`config.mk`:
```
export PLATFORM = sky130hd
export DESIGN_NAME = waveform_record_deframer_core_flat
export DESIGN_NICKNAME = d
export VERILOG_FILES = /design/src/rtl/wrd_pkg.sv /design/src/rtl/wrd_if.sv /design/src/rtl/wrd_front.sv /design/src/rtl/wrd_queue.sv /design/src/rtl/wrd_back.sv /design/src/rtl/waveform_record_deframer_core.sv /design/src/flat_wrapper.sv
export SDC_FILE = /design/constraint.sdc
export NUM_CORES = 1
export LEC_CHECK = 0
export ABC_AREA = 1
export BUFFER_PORTS_ARGS = -buffer_cell sky130_fd_sc_hd__buf_2
export CAP_MARGIN = 20
export CORE_MARGIN = 4
export CORE_UTILIZATION = 54
export CTS_CLUSTER_SIZE = 20
export DETAILED_ROUTE_END_ITERATION = 10
export HOLD_SLACK_MARGIN = 0.05
export PLACE_DENSITY = 0.78
export SLEW_MARGIN = 20
export SYNTH_ARGS = -nofsm -noshare
export SYNTH_HDL_FRONTEND = slang
export SYNTH_HIERARCHICAL = 1
export SYNTH_SLANG_ARGS = --single-unit
```
`constraint.sdc`:
```
create_clock -name clk -period 12.47 [get_ports clk]
set_input_delay 2.494 -clock clk [delete_from_list [all_inputs] [get_ports clk]]
set_output_delay 2.494 -clock clk [all_outputs]
set_load 0.005 [all_outputs]
```
`src/rtl/wrd_pkg.sv`:
```
// Package for the waveform record deframer: sizes, tag codes, result kinds,
// header and queue entry types. No dependencies.
`timescale 1ns / 1ps
`default_nettype none

package wrd_pkg;

  localparam int POINTS    = 1024;
  localparam int BC_W      = $clog2(POINTS * 4 + 1);
  localparam int POINT_W   = 10;
  localparam int WORD_W    = 32;
  localparam int HALF_W    = 16;
  localparam int N_TIMES   = 7;
  localparam int TIME_IDX_W = 3;
  localparam int Q_DEPTH   = 2;
  localparam int Q_PTR_W   = $clog2(Q_DEPTH);
  localparam int Q_CNT_W   = $clog2(Q_DEPTH + 1);
  localparam int VOLT_W    = 18;

  // Tags as they sit in the little-endian assembly word.
  localparam logic [WORD_W-1:0] TAG_EHDR    = 32'h5244_4845;
  localparam logic [23:0]       TAG_C00_LOW = 24'h30_3043;
  localparam logic [7:0]        CHAN_DIGIT_FIRST = 8'h31;
  localparam logic [7:0]        CHAN_DIGIT_LAST  = 8'h34;

  // Header layout in bytes after the tag.
  localparam int HDR_EVENT_END = 4;
  localparam int HDR_TIMES_END = 18;
  localparam int HDR_LAST      = 20;

  localparam logic [VOLT_W-1:0] VOLT_OFFSET = 18'd65535;

  // Result kinds.
  localparam logic [1:0] KIND_HEADER = 2'd0;
  localparam logic [1:0] KIND_BIN    = 2'd1;
  localparam logic [1:0] KIND_SAMPLE = 2'd2;
  localparam logic [1:0] KIND_BAD    = 2'd3;

  typedef struct packed {
    logic [WORD_W-1:0]                 event_number;
    logic [N_TIMES-1:0][HALF_W-1:0]    times;  // year, month, day, hour, min, sec, ms
  } hdr_t;

  typedef struct packed {
    logic [1:0]         kind;
    logic [1:0]         chan;
    logic [POINT_W-1:0] point;
    logic [WORD_W-1:0]  word;   // assembled bytes; samples sit in bits 31:16
    hdr_t               hdr;
  } entry_t;

endpackage

`default_nettype wire

```
`src/rtl/wrd_if.sv`:
```
// Channel interfaces for the deframer: the byte stream in and the record out.
// Depends on wrd_pkg.
`timescale 1ns / 1ps
`default_nettype none

interface wrd_byte_if;
  logic       valid;
  logic       ready;
  logic [7:0] data_byte;

  modport source (output valid, output data_byte, input ready);
  modport sink   (input valid, input data_byte, output ready);
endinterface

interface wrd_rec_if;
  import wrd_pkg::*;
  logic               valid;
  logic               ready;
  logic [1:0]         kind;
  logic [1:0]         chan;
  logic [POINT_W-1:0] point;
  logic [WORD_W-1:0]  value;
  logic [WORD_W-1:0]  event_number;
  logic [HALF_W-1:0]  year_field;
  logic [HALF_W-1:0]  month_field;
  logic [HALF_W-1:0]  day_field;
  logic [HALF_W-1:0]  hour_field;
  logic [HALF_W-1:0]  minute_field;
  logic [HALF_W-1:0]  second_field;
  logic [HALF_W-1:0]  milli_field;

  modport source (output valid, output kind, output chan, output point, output value,
                  output event_number, output year_field, output month_field,
                  output day_field, output hour_field, output minute_field,
                  output second_field, output milli_field, input ready);
  modport sink   (input valid, input kind, input chan, input point, input value,
                  input event_number, input year_field, input month_field,
                  input day_field, input hour_field, input minute_field,
                  input second_field, input milli_field, output ready);
endinterface

`default_nettype wire

```
`src/rtl/wrd_front.sv`:
```
// Front end: takes stream words, tracks the record phase, captures the header
// and pushes classified results into the queue. Depends on wrd_pkg, wrd_if.
`timescale 1ns / 1ps
`default_nettype none

module wrd_front (
  input  wire logic           clk,
  input  wire logic           rst,
  wrd_byte_if.sink            stream,
  input  wire logic           q_full,
  output logic                q_push,
  output wrd_pkg::entry_t     q_entry
);
  import wrd_pkg::*;

  localparam logic [2:0] PH_FIRST  = 3'd0;
  localparam logic [2:0] PH_HEADER = 3'd1;
  localparam logic [2:0] PH_TIME   = 3'd2;
  localparam logic [2:0] PH_TAG    = 3'd3;
  localparam logic [2:0] PH_CHAN   = 3'd4;
  localparam logic [2:0] PH_HALT   = 3'd5;

  logic [2:0]        phase, phase_next;
  logic [BC_W-1:0]   byte_count, byte_count_next;
  logic [WORD_W-1:0] assembly, assembly_next;
  logic [1:0]        current_chan, current_chan_next;
  hdr_t              header, header_next;

  logic              accept;
  logic [BC_W-1:0]   bc_inc;
  logic [BC_W-1:0]   hoff;
  logic [BC_W-1:0]   bin_idx;
  logic [BC_W-1:0]   smp_idx;
  logic [7:0]        digit;

  // Drop everything once halted, so keep ready high there.
  assign stream.ready = (phase == PH_HALT) || !q_full;
  assign accept       = stream.valid && stream.ready;

  assign assembly_next = {stream.data_byte, assembly[WORD_W-1:8]};
  assign bc_inc        = byte_count + BC_W'(1);
  assign hoff          = bc_inc - BC_W'(6);
  assign bin_idx       = (bc_inc >> 2) - BC_W'(1);
  assign smp_idx       = (bc_inc >> 1) - BC_W'(1);
  assign digit         = assembly_next[31:24];

  always_comb begin
    phase_next        = phase;
    byte_count_next   = bc_inc;
    current_chan_next = current_chan;
    header_next       = header;
    q_push            = 1'b0;
    q_entry.kind      = KIND_HEADER;
    q_entry.chan      = 2'd0;
    q_entry.point     = '0;
    q_entry.word      = '0;
    q_entry.hdr       = header;
    case (phase)
      PH_FIRST, PH_TAG: begin
        if (bc_inc == BC_W'(4)) begin
          byte_count_next = '0;
          if (assembly_next == TAG_EHDR) begin
            phase_next = PH_HEADER;
          end else if (phase == PH_TAG && assembly_next[23:0] == TAG_C00_LOW &&
                       digit >= CHAN_DIGIT_FIRST && digit <= CHAN_DIGIT_LAST) begin
            current_chan_next = 2'(digit - CHAN_DIGIT_FIRST);
            phase_next        = PH_CHAN;
          end else begin
            phase_next   = PH_HALT;
            q_push       = accept;
            q_entry.kind = KIND_BAD;
            q_entry.word = assembly_next;
          end
        end
      end
      PH_HEADER: begin
        if (bc_inc == BC_W'(HDR_EVENT_END)) begin
          header_next.event_number = assembly_next;
        end else if (bc_inc > BC_W'(HDR_EVENT_END) && bc_inc <= BC_W'(HDR_TIMES_END) &&
                     !bc_inc[0]) begin
          header_next.times[hoff[TIME_IDX_W:1]] = assembly_next[31:16];
        end else if (bc_inc >= BC_W'(HDR_LAST)) begin
          byte_count_next = '0;
          phase_next      = PH_TIME;
          q_push          = accept;
          q_entry.kind    = KIND_HEADER;
        end
      end
      PH_TIME: begin
        if (bc_inc[1:0] == 2'd0) begin
          q_push        = accept;
          q_entry.kind  = KIND_BIN;
          q_entry.point = POINT_W'(bin_idx);
          q_entry.word  = assembly_next;
          if (bc_inc >= BC_W'(POINTS * 4)) begin
            byte_count_next = '0;
            phase_next      = PH_TAG;
          end
        end
      end
      PH_CHAN: begin
        if (!bc_inc[0]) begin
          q_push        = accept;
          q_entry.kind  = KIND_SAMPLE;
          q_entry.chan  = current_chan;
          q_entry.point = POINT_W'(smp_idx);
          q_entry.word  = assembly_next;
          if (bc_inc >= BC_W'(POINTS * 2)) begin
            byte_count_next = '0;
            phase_next      = PH_TAG;
          end
        end
      end
      PH_HALT: begin
        byte_count_next = byte_count;
      end
      default: begin
        phase_next = PH_HALT;
      end
    endcase
  end

  always_ff @(posedge clk) begin
    if (rst) begin
      phase        <= PH_FIRST;
      byte_count   <= '0;
      assembly     <= '0;
      current_chan <= '0;
      header       <= '0;
    end else if (accept && phase != PH_HALT) begin
      phase        <= phase_next;
      byte_count   <= byte_count_next;
      assembly     <= assembly_next;
      current_chan <= current_chan_next;
      header       <= header_next;
    end else if (phase != PH_HALT && phase != PH_FIRST && phase != PH_HEADER &&
                 phase != PH_TIME && phase != PH_TAG && phase != PH_CHAN) begin
      phase <= PH_HALT;
    end
  end

endmodule

`default_nettype wire

```
`src/rtl/wrd_queue.sv`:
```
// Short result queue between front and back end, held in flops.
// Depends on wrd_pkg.
`timescale 1ns / 1ps
`default_nettype none

module wrd_queue (
  input  wire logic            clk,
  input  wire logic            rst,
  input  wire logic            push,
  input  wire wrd_pkg::entry_t push_entry,
  input  wire logic            pop,
  output logic                 full,
  output logic                 not_empty,
  output wrd_pkg::entry_t      head
);
  import wrd_pkg::*;

  entry_t              slots [Q_DEPTH];
  logic [Q_PTR_W-1:0]  wr_ptr;
  logic [Q_PTR_W-1:0]  rd_ptr;
  logic [Q_CNT_W-1:0]  count;
  logic                do_push;
  logic                do_pop;

  assign full      = (count == Q_CNT_W'(Q_DEPTH));
  assign not_empty = (count != '0);
  assign head      = slots[rd_ptr];
  assign do_push   = push && !full;
  assign do_pop    = pop && not_empty;

  always_ff @(posedge clk) begin
    if (do_push) begin
      slots[wr_ptr] <= push_entry;
    end
  end

  always_ff @(posedge clk) begin
    if (rst) begin
      wr_ptr <= '0;
      rd_ptr <= '0;
      count  <= '0;
    end else begin
      if (do_push) begin
        wr_ptr <= (wr_ptr == Q_PTR_W'(Q_DEPTH - 1)) ? '0 : wr_ptr + Q_PTR_W'(1);
      end
      if (do_pop) begin
        rd_ptr <= (rd_ptr == Q_PTR_W'(Q_DEPTH - 1)) ? '0 : rd_ptr + Q_PTR_W'(1);
      end
      count <= count + Q_CNT_W'(do_push) - Q_CNT_W'(do_pop);
    end
  end

endmodule

`default_nettype wire

```
`src/rtl/wrd_back.sv`:
```
// Back end: pulls queue entries, turns samples into fixed-point voltage and
// holds the record in the output register. Depends on wrd_pkg, wrd_if.
`timescale 1ns / 1ps
`default_nettype none

module wrd_back (
  input  wire logic            clk,
  input  wire logic            rst,
  input  wire logic            q_valid,
  input  wire wrd_pkg::entry_t q_head,
  output logic                 q_pop,
  wrd_rec_if.source            record
);
  import wrd_pkg::*;

  logic               out_valid;
  logic [1:0]         out_kind;
  logic [1:0]         out_chan;
  logic [POINT_W-1:0] out_point;
  logic [WORD_W-1:0]  out_value;
  hdr_t               out_hdr;
  logic [VOLT_W-1:0]  volt;
  logic [WORD_W-1:0]  value_next;

  // 2*raw - 65535, exact in 18 bits signed
  assign volt = {1'b0, q_head.word[31:16], 1'b0} - VOLT_OFFSET;

  always_comb begin
    case (q_head.kind)
      KIND_SAMPLE: value_next = {{(WORD_W - VOLT_W){volt[VOLT_W-1]}}, volt};
      default:     value_next = q_head.word;
    endcase
  end

  assign q_pop = q_valid && (!out_valid || record.ready);

  always_ff @(posedge clk) begin
    if (rst) begin
      out_valid <= 1'b0;
    end else if (!out_valid || record.ready) begin
      out_valid <= q_valid;
    end
  end

  always_ff @(posedge clk) begin
    if (q_pop) begin
      out_kind  <= q_head.kind;
      out_chan  <= q_head.chan;
      out_point <= q_head.point;
      out_value <= value_next;
      out_hdr   <= q_head.hdr;
    end
  end

  assign record.valid        = out_valid;
  assign record.kind         = out_kind;
  assign record.chan         = out_chan;
  assign record.point        = out_point;
  assign record.value        = out_value;
  assign record.event_number = out_hdr.event_number;
  assign record.year_field   = out_hdr.times[0];
  assign record.month_field  = out_hdr.times[1];
  assign record.day_field    = out_hdr.times[2];
  assign record.hour_field   = out_hdr.times[3];
  assign record.minute_field = out_hdr.times[4];
  assign record.second_field = out_hdr.times[5];
  assign record.milli_field  = out_hdr.times[6];

endmodule

`default_nettype wire

```
`src/rtl/waveform_record_deframer_core.sv`:
```
// Top level of the waveform record deframer: front end, result queue, back end.
// Depends on wrd_pkg, wrd_if, wrd_front, wrd_queue, wrd_back.
//
//   channel  | dir | word                     | handshake
//   ---------+-----+--------------------------+-------------------------
//   stream   | in  | one record byte          | valid/ready, data_byte
//   record   | out | one deframed result      | valid/ready, kind..milli
//
// Cycles: one stream word per clock, sustained while the queue is not full; the front
// end's byte counter and assembly shift register are the only per-word loop.
// Path: a result enters the queue at the edge that takes the word completing it;
// the output register loads it from the queue head once empty or being read.
// Reset: synchronous rst returns the deframer to waiting for the first event
// tag and clears the header fields, queue and output register.
// Stalls: a two-entry queue and the output register decouple the sides; the
// stream stalls only when the queue is full. After a bad tag every word is taken
// and dropped until reset.
`timescale 1ns / 1ps
`default_nettype none

module waveform_record_deframer_core (
  input  wire logic clk,
  input  wire logic rst,
  wrd_byte_if.sink  stream,
  wrd_rec_if.source record
);
  import wrd_pkg::*;

  logic   q_push;
  logic   q_full;
  logic   q_not_empty;
  logic   q_pop;
  entry_t q_in;
  entry_t q_head;

  // Classify words and build results.
  wrd_front u_front (
    .clk     (clk),
    .rst     (rst),
    .stream  (stream),
    .q_full  (q_full),
    .q_push  (q_push),
    .q_entry (q_in)
  );

  // Buffer results so each side can stall on its own.
  wrd_queue u_queue (
    .clk        (clk),
    .rst        (rst),
    .push       (q_push),
    .push_entry (q_in),
    .pop        (q_pop),
    .full       (q_full),
    .not_empty  (q_not_empty),
    .head       (q_head)
  );

  // Convert samples and drive the output register.
  wrd_back u_back (
    .clk     (clk),
    .rst     (rst),
    .q_valid (q_not_empty),
    .q_head  (q_head),
    .q_pop   (q_pop),
    .record  (record)
  );

  // A result is pushed only for an accepted word.
  a_push_on_accept: assert property (@(posedge clk) disable iff (rst)
    q_push |-> (stream.valid && stream.ready))
    else $error("result pushed without an accepted word");

  // Never push into a full queue: a result would be lost.
  a_no_push_full: assert property (@(posedge clk) disable iff (rst)
    !(q_push && q_full))
    else $error("result pushed into full queue");

  // The output register is empty right after reset.
  a_out_idle_after_rst: assert property (@(posedge clk)
    $past(rst) |-> !record.valid)
    else $error("record valid right after reset");

  // Bad tag and header results carry no channel or point.
  a_bad_fields: assert property (@(posedge clk) disable iff (rst)
    (record.valid && (record.kind == KIND_BAD || record.kind == KIND_HEADER)) |->
      (record.chan == 2'd0 && record.point == '0))
    else $error("channel or point set on header or bad tag result");

endmodule

`default_nettype wire

```
`src/flat_wrapper.sv`:
```
// flat-port wrapper written by rule: the top's interface ports become plain ports
module waveform_record_deframer_core_flat import wrd_pkg::*;
  (clk, rst, stream_valid, stream_data_byte, stream_ready, record_valid, record_kind, record_chan, record_point, record_value, record_event_number, record_year_field, record_month_field, record_day_field, record_hour_field, record_minute_field, record_second_field, record_milli_field, record_ready);
  wrd_byte_if stream_i ();
  wrd_rec_if record_i ();
  input  wire logic clk;
  input  wire logic rst;
  input wire logic [$bits(stream_i.valid)-1:0] stream_valid;
  input wire logic [$bits(stream_i.data_byte)-1:0] stream_data_byte;
  output wire logic [$bits(stream_i.ready)-1:0] stream_ready;
  output wire logic [$bits(record_i.valid)-1:0] record_valid;
  output wire logic [$bits(record_i.kind)-1:0] record_kind;
  output wire logic [$bits(record_i.chan)-1:0] record_chan;
  output wire logic [$bits(record_i.point)-1:0] record_point;
  output wire logic [$bits(record_i.value)-1:0] record_value;
  output wire logic [$bits(record_i.event_number)-1:0] record_event_number;
  output wire logic [$bits(record_i.year_field)-1:0] record_year_field;
  output wire logic [$bits(record_i.month_field)-1:0] record_month_field;
  output wire logic [$bits(record_i.day_field)-1:0] record_day_field;
  output wire logic [$bits(record_i.hour_field)-1:0] record_hour_field;
  output wire logic [$bits(record_i.minute_field)-1:0] record_minute_field;
  output wire logic [$bits(record_i.second_field)-1:0] record_second_field;
  output wire logic [$bits(record_i.milli_field)-1:0] record_milli_field;
  input wire logic [$bits(record_i.ready)-1:0] record_ready;
  assign stream_i.valid = stream_valid;
  assign stream_i.data_byte = stream_data_byte;
  assign stream_ready = stream_i.ready;
  assign record_valid = record_i.valid;
  assign record_kind = record_i.kind;
  assign record_chan = record_i.chan;
  assign record_point = record_i.point;
  assign record_value = record_i.value;
  assign record_event_number = record_i.event_number;
  assign record_year_field = record_i.year_field;
  assign record_month_field = record_i.month_field;
  assign record_day_field = record_i.day_field;
  assign record_hour_field = record_i.hour_field;
  assign record_minute_field = record_i.minute_field;
  assign record_second_field = record_i.second_field;
  assign record_milli_field = record_i.milli_field;
  assign record_i.ready = record_ready;
  waveform_record_deframer_core u_core (.clk(clk), .rst(rst), .stream(stream_i), .record(record_i));
endmodule
```
After elaboration in Yosys (flattened, before gate mapping)
Memories as Yosys holds them, arrays and structs flattened. A register that Yosys moved wholly into a read port is not among the register bits.
Index checks and enable logic that the tools add are counted.
- register bits after elaboration: 389
- bits in latches: 0
- memory bits (writable): 380
- bits in read-only memories: 0
- bits of input ports: 12
- output and inout port bits: 192
- word-level logic and storage cells: 161
- memories kept: 1
- $add $sub $neg: 10
- multipliers: 0
- divide/modulo/power cells: 0
- $lt $le $gt $ge: 9
- equal/unequal tests: 24
- shifts and indexed selects: 0
- mux-type cells: 54
- bitwise logic cells: 3
- reductions and logical operators: 32
- memories (memory ; words ; width ; rd ports ; clocked after Yosys merged registers in ; wr ports ; line ; source):
    u_core.u_queue.slots ; 2 ; 190 ; 1 ; 1 ; 1 ; wrd_queue.sv:18 ; entry_t slots [Q_DEPTH];
- operators with widths (kind ; number):
    2-to-1 mux 32 bit ; 4
    bitwise mux 112 bit ; 1
    2-to-1 mux 13 bit ; 8
    case mux 32 bit (3 select lines) ; 1
    case mux 13 bit (5 select lines) ; 1
    demux 16 bit (select 3 bit) ; 1
    2-to-1 mux 46 bit ; 1
    2-to-1 mux 42 bit ; 1
    2-to-1 mux 3 bit ; 11
    == test 32 x 31 -> 1 bit, second input constant ; 1
    != test 3 bit, second input constant ; 10
    == test 24 x 22 -> 1 bit, second input constant ; 1
    case mux 10 bit (2 select lines) ; 1
    subtractor 10 x 1 -> 10 bit, second input constant ; 2
    subtractor 17 x 16 -> 18 bit, second input constant ; 1
    logical AND 1 bit ; 16
    2-to-1 mux 1 bit ; 16
    2-to-1 mux 16 bit ; 1
    case mux 3 bit (5 select lines) ; 1
    adder 13 x 1 -> 13 bit, second input constant ; 1
    == test 13 x 3 -> 1 bit, second input constant ; 1
    >= comparator 13 x 12 -> 1 bit, second input constant ; 1
    >= comparator 13 bit, second input constant ; 1
    >= comparator 13 x 5 -> 1 bit, second input constant ; 1
    other kinds (34) ; 48

Longest topological paths before layout
- depth in word-level cells: 11
- depth in mapped cells: 24
- depth with buffers taken out: 23

Cells and area by module
Netlist, hierarchy kept.
- by module, submodules not included (module ; instances ; cells an instance ; area an instance (um^2) ; seq. area each (um^2)):
    wrd_queue ; 1 ; 630 ; 14357.5 ; 11511.0
    wrd_front ; 1 ; 1161 ; 8426.8 ; 3723.6
    wrd_back ; 1 ; 286 ; 6118.4 ; 5725.5

Worst setup path after synthesis
Ideal clock, no wire load.
- path kind: input port to flip-flop
- from: input record_ready
- to: register u_core.u_queue.count[1]
- library setup time: 0.115 ns
- arrival time: 12.900 ns
- required time: 12.355 ns
- setup slack: -0.545 ns
- cell stages on the path: 12
- path buffers: 0
- cell sequence: inv_1 a21oi_1 inv_1 nor2_1 ha_1 inv_1 ha_1 inv_1 nand2_1 nand3_1 nand2_1 nor2_1
- longest elaborated chain between the ends: 4
- ends and longest elaborated chain (element ; line ; source):
    from (decl) ; flat_wrapper.sv:24 ; input wire logic [$bits(record_i.ready)-1:0] record_ready;
    logical OR 1 bit ; wrd_back.sv:35 ; assign q_pop = q_valid && (!out_valid || record.ready);
    logical AND 1 bit ; wrd_back.sv:35 ;
    net u_core.q_pop ; waveform_record_deframer_core.sv:32 ; logic q_pop;
    logical AND 1 bit ; wrd_queue.sv:29 ; assign do_pop = pop && not_empty;
    net u_core.u_queue.do_pop ; wrd_queue.sv:23 ; logic do_pop;
    subtractor 2 x 1 -> 2 bit ; wrd_queue.sv:49 ; count <= count + Q_CNT_W'(do_push) - Q_CNT_W'(do_pop);
    to (signal assigned) ; wrd_queue.sv:49 ;
    to (decl) ; wrd_queue.sv:21 ; logic [Q_CNT_W-1:0] count;
The timed path passes the listed nets, and every way through them passes these cells.
A chain may end at the register's enable or synchronous reset.

Worst setup path in the final report
- from: input stream_data_byte[0]
- to: memory u_core/u_queue/slots[1][145] (netlist bit), enable pin
- longest elaborated chain between the ends: 10
- elaborated cells on any way between the ends: 12
- those cells by class: order compare: 2; eq/ne: 1; mux: 6; reduce/logical: 3
- ends and longest elaborated chain (element ; line ; source):
    from (decl) ; flat_wrapper.sv:9 ; input wire logic [$bits(stream_i.data_byte)-1:0] stream_data_byte;
    >= comparator 8 x 6 -> 1 bit ; wrd_front.sv:65 ; digit >= CHAN_DIGIT_FIRST && digit <= CHAN_DIGIT_LAST) begin
    logical AND 1 bit ; wrd_front.sv:64 ; end else if (phase == PH_TAG && assembly_next[23:0] == TAG_C00_LOW &&
    logical AND 1 bit ; wrd_front.sv:65 ;
    2-to-1 mux 1 bit ; wrd_front.sv:64 ;
    2-to-1 mux 1 bit (*) ; wrd_front.sv:62 ; if (assembly_next == TAG_EHDR) begin
    2-to-1 mux 1 bit (*) ; wrd_front.sv:60 ; if (bc_inc == BC_W'(4)) begin
    case mux 1 bit (4 select lines) (*) ; wrd_front.sv:58 ; case (phase)
    net u_core.q_push ; waveform_record_deframer_core.sv:29 ; logic q_push;
    logical AND 1 bit (*) ; wrd_queue.sv:28 ; assign do_push = push && !full;
    2-to-1 mux 1 bit (*) ; wrd_queue.sv:32 ; if (do_push) begin
    2-to-1 mux 1 bit (not written as such) (*) ; wrd_queue.sv:33 ; slots[wr_ptr] <= push_entry;
    to (decl) ; wrd_queue.sv:18 ;
Mark *: on every way through the listed nets, which the timed path passes. The rest lies on a longest branch.

==> run_results.csv <==
group,metric,value,unit
status,outcome,"finished clean",
setup_path,cp_max_fo,80,
setup_path,cp_top_family,"buffers and inverters",
global_routing,grt_usage,21.9,%
cells_and_area,mostFrequentLayoutCells,"570 x edfxtp_1, 347 x nor2_1, 203 x buf_2, 199 x nand2_1, 191 x dfxtp_1",
yosys,ys_seq_elements,762,
power_and_ir_drop,p_sw,1230,uW
cells_and_area,layout.area.seq,21000,um^2
global_routing,antenna_found_initial,0,
floorplanning,initial_utilization,54.8,%
yosys,synth-async-reset-ratio,0,%
power_and_ir_drop,power_density,165,nW/um^2
detailed_routing,wl_met1,25600,um
timing,setup_violations,0,
placed_design,place.gp.congestion,0.863,
timing,rsz0062_at_grt,"false",
yosys,syn_area_per_cell,13.9,um^2
setup_path,required,12690,ps
placed_design,numPortBuffers,203,
power_and_ir_drop,internal_power,4200,uW
cells_and_area,drive_gt1_share,24.9,%
setup_path,rrSetupSlack,7350,ps
worst_hold_path,hp-class,"register to register",
power_and_ir_drop,seqPwrFrac,52.4,%
yosys,yosys.area.top_type_share,59.2,%
power_and_ir_drop,p_leak,0.0129,uW
floorplanning,fp.dieW,239,um
clock_tree,cts_root_buffer,"clkbuf_16",
detailed_routing,routedWlPerCell,21.0,um
power_and_ir_drop,switching_share,22.7,%
cells_and_area,layout_commonest_cell,"edfxtp_1",
yosys,synth_top_area_cell,"edfxtp_1",
floorplanning,dieArea,57300,um^2
clock_tree,post-cts-setup-buffer-count,0,
power_and_ir_drop,ir_worst_vdd,111,uV
setup_path,worstPathArrival,5950,ps
detailed_routing,drt_wl_total,63600,um
setup_path,path_buf_inv,4,
clock_tree,clk_pin_slew_worst_paths,60,ps
clock_tree,cts_buffers,75,
clock_tree,clk-insertion-delay-late,610,ps
detailed_routing,drt_first_pass_iters,6,
detailed_routing,ant_nets,0,
timing,period_minus_slack,5730,ps
setup_path,path_class,"input port to register",
clock_tree,cts_num_sinks,762,
detailed_routing,vias,16900,
timing,tightest_slew,1130,ps
clock_tree,htreeDepth,3,
detailed_routing,drtIter0Drc,1844,
timing,tns,0,ps
placed_design,dp_hpwl,40300,um
floorplanning,rows,84,
setup_path,crit_chain,"buf_2 > inv_1 > ha_1 > nor2_1 > nor3_1 > nand2_1 > nor3_1 > nand3_1 > nand2_1 > o21ai_1 > nor2_2 > a21oi_1 > nand3_1 > clkinv_4 > buf_4",
setup_path,critPathCaptureType,"register",
yosys,yosysWarnings,6,
floorplanning,core_area,52800,um^2
yosys,netlist_area,28900,um^2
cells_and_area,area_growth,13.6,%
clock_tree,clockBufferDepth,3,
timing,maxSlewViolCount,0,
timing,slew_headroom,24.5,%
power_and_ir_drop,power.share.clock,41.2,%
global_routing,grt_pass1_wl,97000,um
global_routing,grt_max_degree,169,
setup_path,cp_slowest_cell,"buf_4",
detailed_routing,dr_wl_met3,4270,um
clock_tree,hold_buffers,0,
setup_path,start_kind,"input port",
detailed_routing,dr_wl_met2,32000,um
detailed_routing,post-route-drc-count,0,
timing,max_freq,0.174,GHz
yosys,synth_edf_count,570,
cells_and_area,multi_input_area,7020,um^2
detailed_routing,highest_layer,"met4",
timing,period_share,46.0,%
yosys,yosysSeqAreaShare,72.5,%
timing,finalHoldViolCount,0,
yosys,yosysUniqueCellTypes,44,
timing,whs,443,ps
global_routing,grt_pass1_vias,16800,
floorplanning,die-height,239,um
flow_run,maxCapViolCount,0,
global_routing,grt-ovfl-total,0,
yosys,synth_area_leaders,"edfxtp_1 59%, dfxtp_1 13%, mux2_4 5.2%, nor2_1 4.5%, mux2_2 3.5%",
setup_path,max_stage_delay,850,ps
clock_tree,cts-resized-gates,0,
yosys,synthFlopType,"edfxtp_1",
power_and_ir_drop,combPwrFrac,6.4,%
detailed_routing,viasPerCell,5.59,
yosys,syn_inst,2077,
cells_and_area,fill_cells,3784,
yosys,syn_nets,2103,
timing,fin_skew,27.3,ps
cells_and_area,final_nets,2301,
cells_and_area,antenna_cells,0,
floorplanning,ioPinCount,204,
clock_tree,cts_tree,"yes",
[logic make-up (layout without fill, tap and decap cells)]
logic type / after synthesis / in the layout / synth area share (%)
flops: 762 / 762 / 72.5
fa+ha+maj: 14 / 14 / 0.606
xor+xnor: 6 / 6 / 0.182
compound gates: 255 / 255 / 4.84
mux: 190 / 190 / 8.70
simple gates: 657 / 657 / 9.85
buf+inv: 193 / 452 / 3.29
[cell usage after synthesis, types with 8 or more instances]
| library cell | count |
|---|---|
| buf_2 | 30 |
| nor2_2 | 10 |
| a211oi_1 | 33 |
| mux2_4 | 100 |
| nor2_4 | 12 |
| nand2_2 | 8 |
| o21ai_1 | 27 |
| inv_1 | 91 |
| edfxtp_1 | 570 |
| a21oi_1 | 54 |
| nand4_1 | 20 |
| nand2_1 | 200 |
| nor2_1 | 349 |
| nand3_1 | 32 |
| dfxtp_1 | 192 |
| o21ai_0 | 126 |
| ha_1 | 14 |
| buf_6 | 20 |
| clkbuf_1 | 35 |
| mux2_2 | 90 |
[power by group through the flow]
stage / clock network (uW) / registers, uW / logic, uW
global route: 2390 / 2850 / 377
CTS: 2280 / 2850 / 345
floorplan: 0 / 2890 / 228
finish: 2240 / 2850 / 345
global placement: 0 / 2890 / 335
detailed placement: 0 / 2900 / 342
[metal layers]
layer / vias to the layer above / global-route usage, %
li1: 7741 / -
met3: 114 / 3.79
met1: 8350 / 28.9
met5: - / 0
met2: 686 / 37.1
met4: 0 / 7.76
[area by class of cell]
cell class                      instances  share of cell area (%)
Tap cell                              688                    2.62
Clock inverter                         39                    1.13
Clock buffer                           99                    6.40
Timing Repair Buffer                  215                    3.44
Inverter                               99                    1.18
Multi-Input combinational cell       1122                    21.4
Sequential cell                       762                    63.8
[metrics by stage]
step	instance area (um^2)	power [uW]	setup WS, ps	cells	utilization (%)
2_1_floorplan	28900	3120	3150	2077	-
3_3_place_gp	30400	3230	6270	2886	57.5
3_5_place_dp	30400	3240	6150	2886	57.5
4_1_cts	32800	5470	6800	3024	62.2
5_1_grt	32800	5620	6480	3024	62.2
6_report	32800	5430	6740	3024	62.2
[worst register-to-register path, delay by kind of cell (launching register included)]
family,cells,cell delay (ps)
AND/OR/NAND/NOR,9,1390
AO/OA/AOI/OAI,2,560
buffers and inverters,4,1740
adder cells (fa/ha/maj),1,370
flip-flops,1,630
[path summary, 6_finish.rpt]
kind,cells after the start,startpoint,end
setup / recovery,15,stream_data_byte[0],u_core/u_queue/slots[1][145]
hold / removal,0,u_core/u_front/q_entry[85],u_core/u_queue/slots[1][85]
setup reg to reg,16,u_core/u_front/byte_count[0],u_core/u_queue/slots[1][145]
hold reg to reg,0,u_core/u_front/q_entry[85],u_core/u_queue/slots[1][85]
[state kept, by name, indices dropped and copies added (netlist names), 2 cells and up, named ones only]
name and flops:
u_core/u_queue/slots 380, u_core/u_front/q_entry 144, u_core/u_back/record.event_number 32, u_core/u_back/record.value 32, u_core/u_front/assembly 24, u_core/u_back/record.day_field 16
u_core/u_back/record.hour_field 16, u_core/u_back/record.milli_field 16, u_core/u_back/record.minute_field 16, u_core/u_back/record.month_field 16, u_core/u_back/record.second_field 16, u_core/u_back/record.year_field 16
u_core/u_front/byte_count 13, u_core/u_back/record.point 10, u_core/u_front/phase 3, u_core/u_back/record.chan 2, u_core/u_back/record.kind 2, u_core/u_front/current_chan 2
u_core/u_queue/count 2
(Power assumes the default switching activity.)
